### src/rtl/core/bsf_pkg.sv
// Shared types and constants for the byte-stuffing framer codec.
// Used by the front classifier, the job queue, the back emitter and the top level.
package bsf_pkg;

   localparam int JOB_BYTES = 4;
   localparam int JOB_IDX_W = 2;
   localparam int QUEUE_DEPTH = 4;
   localparam int QUEUE_AW = 2;
   localparam int QUEUE_CW = 3;

   localparam logic [7:0] BIT5_MASK = 8'h20;
   localparam logic [7:0] FLAG_RESET = 8'd16;
   localparam logic [7:0] ESCAPE_RESET = 8'd27;

   // Configuration register indexes.
   localparam logic CSR_FLAG = 1'b0;
   localparam logic CSR_ESCAPE = 1'b1;

   // Command codes.
   localparam logic CMD_ENCODE = 1'b0;
   localparam logic CMD_DECODE = 1'b1;

   // One classified item: the bytes it emits, in order, and the marks on its final byte.
   typedef struct packed {
      logic [JOB_BYTES-1:0][7:0] bytes;
      logic [JOB_IDX_W-1:0]      last_idx;
      logic                      frame_end;
      logic                      escape_error;
   } job_type;

endpackage

### src/rtl/core/bsf_front.sv
// Front: holds configuration and decode escape state and turns each accepted
// beat (not a mid-frame decode escape) into 1-4 bytes. Depends on bsf_pkg.
module bsf_front (
   input  logic            clock,
   input  logic            reset,
   input  logic            req_tvalid,
   output logic            req_tready,
   input  logic [7:0]      req_tdata,
   input  logic [1:0]      req_tuser,
   input  logic            req_tlast,
   input  logic            csr_valid,
   output logic            csr_ready,
   input  logic            csr_index,
   input  logic [7:0]      csr_data,
   input  logic            queue_full,
   output logic            push,
   output bsf_pkg::job_type push_job
);
   import bsf_pkg::*;

   logic [7:0] flag_ff, flag_in;
   logic [7:0] escape_ff, escape_in;
   logic       pending_ff, pending_in;

   logic       accept;
   logic       has_result;
   logic       cmd;
   logic       first;
   logic       last;
   logic [7:0] data;
   logic [JOB_IDX_W:0] k;
   job_type    job;

   assign cmd   = req_tuser[0];
   assign first = req_tuser[1];
   assign last  = req_tlast;
   assign data  = req_tdata;

   assign req_tready = !queue_full;
   assign csr_ready  = 1'b1;
   assign accept     = req_tvalid && req_tready;

   always_comb begin
      job        = '0;
      k          = '0;
      has_result = 1'b0;
      pending_in = pending_ff;
      if (cmd == CMD_ENCODE) begin
         has_result = 1'b1;
         if (first) begin
            job.bytes[k[JOB_IDX_W-1:0]] = flag_ff;
            k = k + 1'b1;
         end
         if (data == flag_ff || data == escape_ff) begin
            job.bytes[k[JOB_IDX_W-1:0]] = escape_ff;
            k = k + 1'b1;
            job.bytes[k[JOB_IDX_W-1:0]] = data ^ BIT5_MASK;
            k = k + 1'b1;
         end else begin
            job.bytes[k[JOB_IDX_W-1:0]] = data;
            k = k + 1'b1;
         end
         if (last) begin
            job.bytes[k[JOB_IDX_W-1:0]] = flag_ff;
            job.frame_end = 1'b1;
            k = k + 1'b1;
         end
         job.last_idx = JOB_IDX_W'(k - 1'b1);
      end else if (pending_ff) begin
         // A byte after an escape is inverted whatever its value.
         has_result     = 1'b1;
         pending_in     = 1'b0;
         job.bytes[0]   = data ^ BIT5_MASK;
         job.frame_end  = last;
      end else if (data == escape_ff) begin
         if (last) begin
            has_result       = 1'b1;
            job.frame_end    = 1'b1;
            job.escape_error = 1'b1;
         end else begin
            pending_in = 1'b1;
         end
      end else begin
         has_result    = 1'b1;
         job.bytes[0]  = data;
         job.frame_end = last;
      end
   end

   assign push     = accept && has_result;
   assign push_job = job;

   always_comb begin
      flag_in   = flag_ff;
      escape_in = escape_ff;
      if (csr_valid) begin
         case (csr_index)
            CSR_FLAG:   flag_in = csr_data;
            CSR_ESCAPE: escape_in = csr_data;
            default:    flag_in = flag_ff;
         endcase
      end
   end

   always_ff @(posedge clock) begin
      if (reset) begin
         flag_ff    <= FLAG_RESET;
         escape_ff  <= ESCAPE_RESET;
         pending_ff <= 1'b0;
      end else begin
         flag_ff   <= flag_in;
         escape_ff <= escape_in;
         if (accept) begin
            pending_ff <= pending_in;
         end
      end
   end

endmodule

### src/rtl/core/bsf_queue.sv
// Short job queue between the front and back parts, held in registers.
// Depends on bsf_pkg for the job type and depth.
module bsf_queue (
   input  logic             clock,
   input  logic             reset,
   input  logic             push,
   input  bsf_pkg::job_type push_job,
   output logic             full,
   input  logic             pop,
   output logic             head_valid,
   output bsf_pkg::job_type head_job
);
   import bsf_pkg::*;

   job_type              entry_ff [QUEUE_DEPTH];
   logic [QUEUE_AW-1:0]  wr_ptr_ff, rd_ptr_ff;
   logic [QUEUE_CW-1:0]  count_ff, count_in;

   assign full       = count_ff == QUEUE_CW'(QUEUE_DEPTH);
   assign head_valid = count_ff != '0;
   assign head_job   = entry_ff[rd_ptr_ff];

   always_comb begin
      count_in = count_ff;
      if (push && !pop) begin
         count_in = count_ff + 1'b1;
      end else if (pop && !push) begin
         count_in = count_ff - 1'b1;
      end
   end

   always_ff @(posedge clock) begin
      if (push) begin
         entry_ff[wr_ptr_ff] <= push_job;
      end
   end

   always_ff @(posedge clock) begin
      if (reset) begin
         wr_ptr_ff <= '0;
         rd_ptr_ff <= '0;
         count_ff  <= '0;
      end else begin
         if (push) begin
            wr_ptr_ff <= wr_ptr_ff + 1'b1;
         end
         if (pop) begin
            rd_ptr_ff <= rd_ptr_ff + 1'b1;
         end
         count_ff <= count_in;
      end
   end

endmodule

### src/rtl/core/bsf_back.sv
// Back part: walks the head job one byte per cycle, while responses do not stall, into the output register.
// Depends on bsf_pkg for the job type.
module bsf_back (
   input  logic             clock,
   input  logic             reset,
   input  logic             head_valid,
   input  bsf_pkg::job_type head_job,
   output logic             pop,
   output logic             rsp_tvalid,
   input  logic             rsp_tready,
   output logic [7:0]       rsp_tdata,
   output logic [1:0]       rsp_tuser,
   output logic             rsp_tlast
);
   import bsf_pkg::*;

   logic                 valid_ff, valid_in;
   logic [7:0]           byte_ff, byte_in;
   logic                 last_ff, last_in;
   logic                 fend_ff, fend_in;
   logic                 err_ff, err_in;
   logic [JOB_IDX_W-1:0] idx_ff, idx_in;
   logic                 load;
   logic                 final_byte;

   // The output register takes a new beat when empty or when its beat is leaving.
   assign load       = !valid_ff || rsp_tready;
   assign final_byte = idx_ff == head_job.last_idx;
   assign pop        = load && head_valid && final_byte;

   always_comb begin
      valid_in = valid_ff;
      byte_in  = byte_ff;
      last_in  = last_ff;
      fend_in  = fend_ff;
      err_in   = err_ff;
      idx_in   = idx_ff;
      if (load) begin
         valid_in = head_valid;
         if (head_valid) begin
            byte_in = head_job.bytes[idx_ff];
            last_in = final_byte;
            fend_in = final_byte && head_job.frame_end;
            err_in  = final_byte && head_job.escape_error;
            idx_in  = final_byte ? '0 : idx_ff + 1'b1;
         end
      end
   end

   always_ff @(posedge clock) begin
      byte_ff <= byte_in;
      last_ff <= last_in;
      fend_ff <= fend_in;
      err_ff  <= err_in;
   end

   always_ff @(posedge clock) begin
      if (reset) begin
         valid_ff <= 1'b0;
         idx_ff   <= '0;
      end else begin
         valid_ff <= valid_in;
         idx_ff   <= idx_in;
      end
   end

   assign rsp_tvalid = valid_ff;
   assign rsp_tdata  = byte_ff;
   assign rsp_tlast  = last_ff;
   assign rsp_tuser  = {err_ff, fend_ff};

endmodule

### src/rtl/core/byte_stuffing_framer_codec_unit.sv
// Byte-stuffing framer and deframer for a serial link: top level.
// Depends on bsf_pkg, bsf_front, bsf_queue and bsf_back.
//
// Each request beat carries one byte and an encode or decode command. Encode wraps
// frames in the flag byte and escapes flag or escape bytes as the escape byte plus
// the byte with bit 5 inverted; decode undoes the escaping and flags a frame that
// ends on a dangling escape. The front classifies a beat in the cycle it is accepted
// and queues one to four output bytes (none for a decoded escape byte that does not
// end the frame); the back sends one byte per cycle while responses do not stall,
// through the single output register. A four-entry job queue lets requests be taken
// back to back while responses stall, until it fills. The user must write
// configuration through the csr port only while the block is idle; the block itself
// does not enforce it.
module byte_stuffing_framer_codec_unit (
   input  logic       clock,
   input  logic       reset,
   input  logic       req_tvalid,
   output logic       req_tready,
   input  logic [7:0] req_tdata,   // [7:0] data_byte
   input  logic [1:0] req_tuser,   // [0] command, [1] frame_first
   input  logic       req_tlast,   // frame_last
   output logic       rsp_tvalid,
   input  logic       rsp_tready,
   output logic [7:0] rsp_tdata,   // [7:0] out_byte
   output logic [1:0] rsp_tuser,   // [0] frame_end, [1] escape_error
   output logic       rsp_tlast,   // run_last
   input  logic       csr_valid,
   output logic       csr_ready,
   input  logic       csr_index,
   input  logic [7:0] csr_data
);
   import bsf_pkg::*;

   logic    queue_full;
   logic    push;
   job_type push_job;
   logic    pop;
   logic    head_valid;
   job_type head_job;

   bsf_front u_front (
      .clock      (clock),
      .reset      (reset),
      .req_tvalid (req_tvalid),
      .req_tready (req_tready),
      .req_tdata  (req_tdata),
      .req_tuser  (req_tuser),
      .req_tlast  (req_tlast),
      .csr_valid  (csr_valid),
      .csr_ready  (csr_ready),
      .csr_index  (csr_index),
      .csr_data   (csr_data),
      .queue_full (queue_full),
      .push       (push),
      .push_job   (push_job)
   );

   bsf_queue u_queue (
      .clock      (clock),
      .reset      (reset),
      .push       (push),
      .push_job   (push_job),
      .full       (queue_full),
      .pop        (pop),
      .head_valid (head_valid),
      .head_job   (head_job)
   );

   bsf_back u_back (
      .clock      (clock),
      .reset      (reset),
      .head_valid (head_valid),
      .head_job   (head_job),
      .pop        (pop),
      .rsp_tvalid (rsp_tvalid),
      .rsp_tready (rsp_tready),
      .rsp_tdata  (rsp_tdata),
      .rsp_tuser  (rsp_tuser),
      .rsp_tlast  (rsp_tlast)
   );

endmodule
### config.mk
export PLATFORM = sky130hd
export DESIGN_NAME = byte_stuffing_framer_codec_unit
export DESIGN_NICKNAME = d
export VERILOG_FILES = /design/src/rtl/core/bsf_pkg.sv /design/src/rtl/core/bsf_front.sv /design/src/rtl/core/bsf_queue.sv /design/src/rtl/core/bsf_back.sv /design/src/rtl/core/byte_stuffing_framer_codec_unit.sv
export SDC_FILE = /design/constraint.sdc
export NUM_CORES = 1
export LEC_CHECK = 0
export BUFFER_PORTS_ARGS = -buffer_cell sky130_fd_sc_hd__clkbuf_2
export CAP_MARGIN = 20
export CORE_MARGIN = 5
export CORE_UTILIZATION = 54
export DETAILED_ROUTE_END_ITERATION = 10
export GPL_ROUTABILITY_DRIVEN = 0
export GPL_TIMING_DRIVEN = 0
export HOLD_SLACK_MARGIN = 0.15
export MAX_ROUTING_LAYER = met4
export PLACE_DENSITY_LB_ADDON = 0.12
export SETUP_SLACK_MARGIN = 0.2
export SYNTH_ARGS = -nofsm -noshare
export SYNTH_HDL_FRONTEND = slang
export SYNTH_HIERARCHICAL = 1
export SYNTH_SLANG_ARGS = --single-unit
export TNS_END_PERCENT = 1
### constraint.sdc
create_clock -name clock -period 6.35 [get_ports clock]
set_input_delay 0.3175 -clock clock [delete_from_list [all_inputs] [get_ports clock]]
set_output_delay 0.3175 -clock clock [all_outputs]
set_load 0.005 [all_outputs]
; After elaboration in Yosys (flattened, before gate mapping)
; Memory sizes are Yosys's and may differ from the RTL's. A register that Yosys moved wholly into a read port is not among the register bits.
; Cells that the tools add are included.
[totals]
mem_count = 1
ramBits = 144
out_inout_bits = 14
register_bits = 38
in_bits = 25
[classes]
n_bitwise = 2
addsub = 9
n_lt_le_gt_ge = 7
eq_ne = 4
muxes = 49
reduce_logical = 23
[memory_table]
columns = name, words, word_bits, rd, rd_clocked_by_memory_dff, wr, line
row1 = u_queue.entry_ff, 4, 36, 1, 1, 1, bsf_queue.sv:15  ; job_type entry_ff [QUEUE_DEPTH];
[op_table]
columns = cell, n
row1 = $bwmux W32, 4
row2 = $mux W32, 3
row3 = $mux W8, 9
row4 = $demux W8 S2, 3
row5 = $mux W24, 1
row6 = $mux W2, 10
row7 = $bmux W8 S2, 1
row8 = $eq A8 B8 Y1, 2
row9 = $mux W1, 16
row10 = $add A2 B1 Y2 const B, 6
row11 = $lt A2 B3 Y1 const B, 4
row12 = $logic_and A1 B1 Y1, 11
row13 = $reduce_and A2 Y1, 4
row14 = $ge A2 B1 Y1 const B, 3
row15 = $mux W3, 2
row16 = $logic_not A1 Y1, 4
row17 = $add A3 B1 Y3 const B, 1
row18 = $eq A3 B3 Y1 const B, 1
row19 = $reduce_bool A3 Y1, 1
row20 = $sub A3 B1 Y3 const B, 1
row21 = $eq A2 B2 Y1, 1
row22 = $logic_or A1 B1 Y1, 2
row23 = $not A1 Y1, 2
row24 = $reduce_bool A2 Y1, 1
row25 = $sub A2 B1 Y2 const B, 1

; Longest topological paths before layout
[depth]
word_depth = 13
mapped_depth = 12
depth_no_buf = 11

; Hierarchy
; The synthesis kept the hierarchy.
[by_module_without_submodules]
columns = module, seq_area_each_um2, area_per_inst_um2, cells_each, instances
row1 = bsf_queue, 4504.3, 5679.2, 232, 1
row2 = bsf_front, 340.3, 1835.5, 272, 1
row3 = bsf_back, 390.4, 740.7, 47, 1

; Least setup slack after synthesis
; OpenSTA, ideal clock, no wires.
[synth_timing]
kind = register -> register
startpoint = register with a tool-made name
endpoint = register u_queue.count_ff[2]
path_buffers = 1
arrival_time_ns = 2.702
stages_incl_launch_ff = 13
setup_ns = 0.070
path_slack_ns = 3.578
synth_period_minus_slack_ns = 2.772
cell_sequence = dfxtp_1 > buf_6 > mux4_1 > xor2_1 > nor2_1 > and2_1 > inv_1 > ha_1 > inv_1 > fa_1 > xor2_1 > or3_1 > a21oi_1
[synth_rtl]
columns = element, line
row1 = to (signal assigned), bsf_queue.sv:50  ; count_ff <= count_in;
row2 = to (decl), bsf_queue.sv:17  ; logic [QUEUE_CW-1:0] count_ff, count_in;

==> metrics.txt <==
Worst-Skew Late Latency=430 ps; CTS Root Cell=clkbuf_16; Seq/Total Area, Yosys=0.634; worst-path cell chain=buf_2 > xor2_1 > nor4_1 > a22oi_2 > clkbuf_1 > inv_1 > ha_1 > and3_1 > o21ai_0 > o221ai_1 > a21oi_1; Via density=5.96; Yosys cell types=50; Synth warnings=6; r2r startpoint=u_front/flag_ff[2]; Post-Place Cell Area=between 8000 and 9000 µm²; total congestion overflow=0; final worst path period need=3750 ps; DRT iter0 DRCs=435; Fillers=between 1,000 and 1,500; Starting Density=0.547; CTS tree=yes; Hold Path Cell Cnt=2; # diodes=0; CTS clock-pin slew for the worst setup and hold paths=70 ps; io pins=39; first-pass GRT wire length=26,800 µm; Relative slew margins=0.514; Post-Route Setup TNS=0 ps; Worst EP arrival=3920 ps; asr flop ratio synth=0; Reg2Reg Depth=11; total power=roughly 3.4 mW; most common cell after layout, fill and taps aside=edfxtp_1; fmax=267 MHz; Leak Pwr=around 3.3 nW; fin worst setup slack=2600 ps; cell area after layout=9370 µm²; worst-case clock buffer depth=2; Core ar.=~15,000 µm²; CP Max Fanout=10; hold slack=about 170 ps; PostCTS Resize Cnt=0; Mapped Area=8260 µm²; Reg2Reg Setup Slack=2600 ps; outcome=complete, no violations; synth top area cells=edfxtp_1 56%, mux4_2 9.8%, dfxtp_1 7.0%; Final Net Count=645; Seq cells post-synth=184; commonest cells after routing, fill and taps aside=155 x edfxtp_1, 62 x nand2_1, 36 x mux4_2; clock sink count=184; initial antenna violation count=0; Hold Crit Start=reset; Setup CP Type=flop to flop; die width=roughly 130 µm; Synth-to-Final Area Change=13.5%; CP peak stage delay=550 ps; Port Buf Inserts=29; worst hold endpoint=u_back/rsp_tvalid; # DRC=0; Tot GR Track Use=0.208; number of global-route vias before repair=4,762; worst vdd ir=214 µV; CTS Buf Count=17; final wirelength=about 17,000 µm; HPWL after DPL=11,700 µm; Worst Setup Start Kind=flop; crit path launch=u_front/flag_ff[2]; Synth Area per Inst=around 15 µm²; post-synth top area share=0.564; remaining antenna violation count=0; final period utilization=0.590; clk_skew=9.94 ps; actual slew at the worst max-slew pin=730 ps; Max-Cap Viols=0; via count=~4,800; RSZ-0062 raised after global routing=no; Placement Setup Slack=roughly 2600 ps; die height=134 µm; Final Slew Violations=0; worst hold path class=input port to flop; row cnt=45; Post-Syn Instances=about 550; power per standard cell area=360 nW/µm²; wire per inst=about 21 µm; post-synth top area cell=edfxtp_1; Post-Synthesis Net Count=585; Critical Path RT=6520 ps; Post-synth EDFFs=about 160; final setup vio count=0; Final Hold Fails=0; largest net degree at the start of global routing=34; crit end category=flop; Die Area=around 18,000 µm²; CP max stage cell=o21ai_0; share of cells above drive strength 1=0.218; DRT Pass-1 Iters=6; CTS H-Tree Depth=4; worst reg2reg path endpoint=u_queue/entry_ff[2][10]; Top FF cell, synth=edfxtp_1
-- cells by family after synthesis --
group                    share of synthesized area
AO/OA/AOI/OAI                               0.0658
XOR/XNOR                                    0.0244
adder cells (fa/ha/maj)                     0.0155
buffers and inverters                       0.0376
flip-flops                                   0.634
multiplexers                                 0.135
other                                     0.000454
AND/OR/NAND/NOR                             0.0874
-- cell usage after synthesis, drive strengths merged (5+ instances only) --
| cell | number |
|---|---|
| edfxtp | 155 |
| nand2 | 62 |
| mux4 | 44 |
| dfxtp | 29 |
| a21oi | 27 |
| buf | 25 |
| nor2 | 24 |
| xor2 | 21 |
| clkbuf | 19 |
| and2 | 17 |
| inv | 12 |
| a211o | 11 |
| o211ai | 11 |
| o21ai | 9 |
| mux2i | 8 |
| nand3 | 8 |
| and3 | 7 |
| ha | 7 |
| nand4b | 7 |
| nor2b | 6 |
| o221ai | 5 |
-- per-layer routing --
layer  wire length [µm]  global-route usage
met1               7560               0.273
met2               8320               0.332
met3                958              0.0461
met4                173              0.0554
met5                  0                   -
-- worst max-delay path by stage --
stage | endpoint | cells after the start
6_report | u_queue/entry_ff[2][10] | 11
5_1_grt | u_queue/entry_ff[0][5] | 11
4_1_cts | u_queue/entry_ff[2][5] | 11
3_5_place_dp | u_queue/entry_ff[2][5] | 11
3_3_place_gp | u_queue/entry_ff[0][5] | 11
2_1_floorplan | u_queue/count_ff[2] | 12
-- registers in the layout, summed over array words and instances (netlist names), 2 cells and up, named ones only --
register,flops
u_back/idx_ff,2
u_queue/wr_ptr_ff,2
u_front/escape_ff,8
u_back/rsp_tdata,8
u_queue/entry_ff,144
u_queue/rd_ptr_ff,2
u_front/flag_ff,8
u_queue/count_ff,3
-- repair_timing --
action,in CTS,in global routing
setup buffers,0,0
hold buffers,8,0
hold endpoints to repair,12,0
-- through the flow --
stage | utilization | std cells
2_1_floorplan | - | 551
6_report | 0.621 | 812
3_3_place_gp | 0.572 | 768
5_1_grt | 0.621 | 812
3_5_place_dp | 0.578 | 772
4_1_cts | 0.621 | 812
-- worst max-delay path: cells and delay by family (launching register included) --
family	cells	cell delay, ps
adders and majority gates	1	320
and+or+nand+nor	2	260
DFF	1	300
AOI/OAI and AO/OA	4	1590
buffers and inverters	3	840
xor gates and xnor gates	1	180
-- area by class of cell --
cell class                 instances  area [µm²]  share of cell area
timing repair buffer              41         305              0.0326
multi-input combinational        311        2720               0.290
clock inverter                    15         144              0.0154
buffer                            44         265              0.0283
tap                              188         235              0.0251
sequential                       184        5240               0.559
inverter                          12        45.0             0.00481
clock buffer                      17         425              0.0454
-- power by group --
part           switching [mW]  internal (mW)  leakage [nW]
Sequential             0.0580           1.52          1.67
Clock                   0.460          0.549         0.278
Combinational           0.406          0.377          1.33
Power figures use the tool's default switching activity.
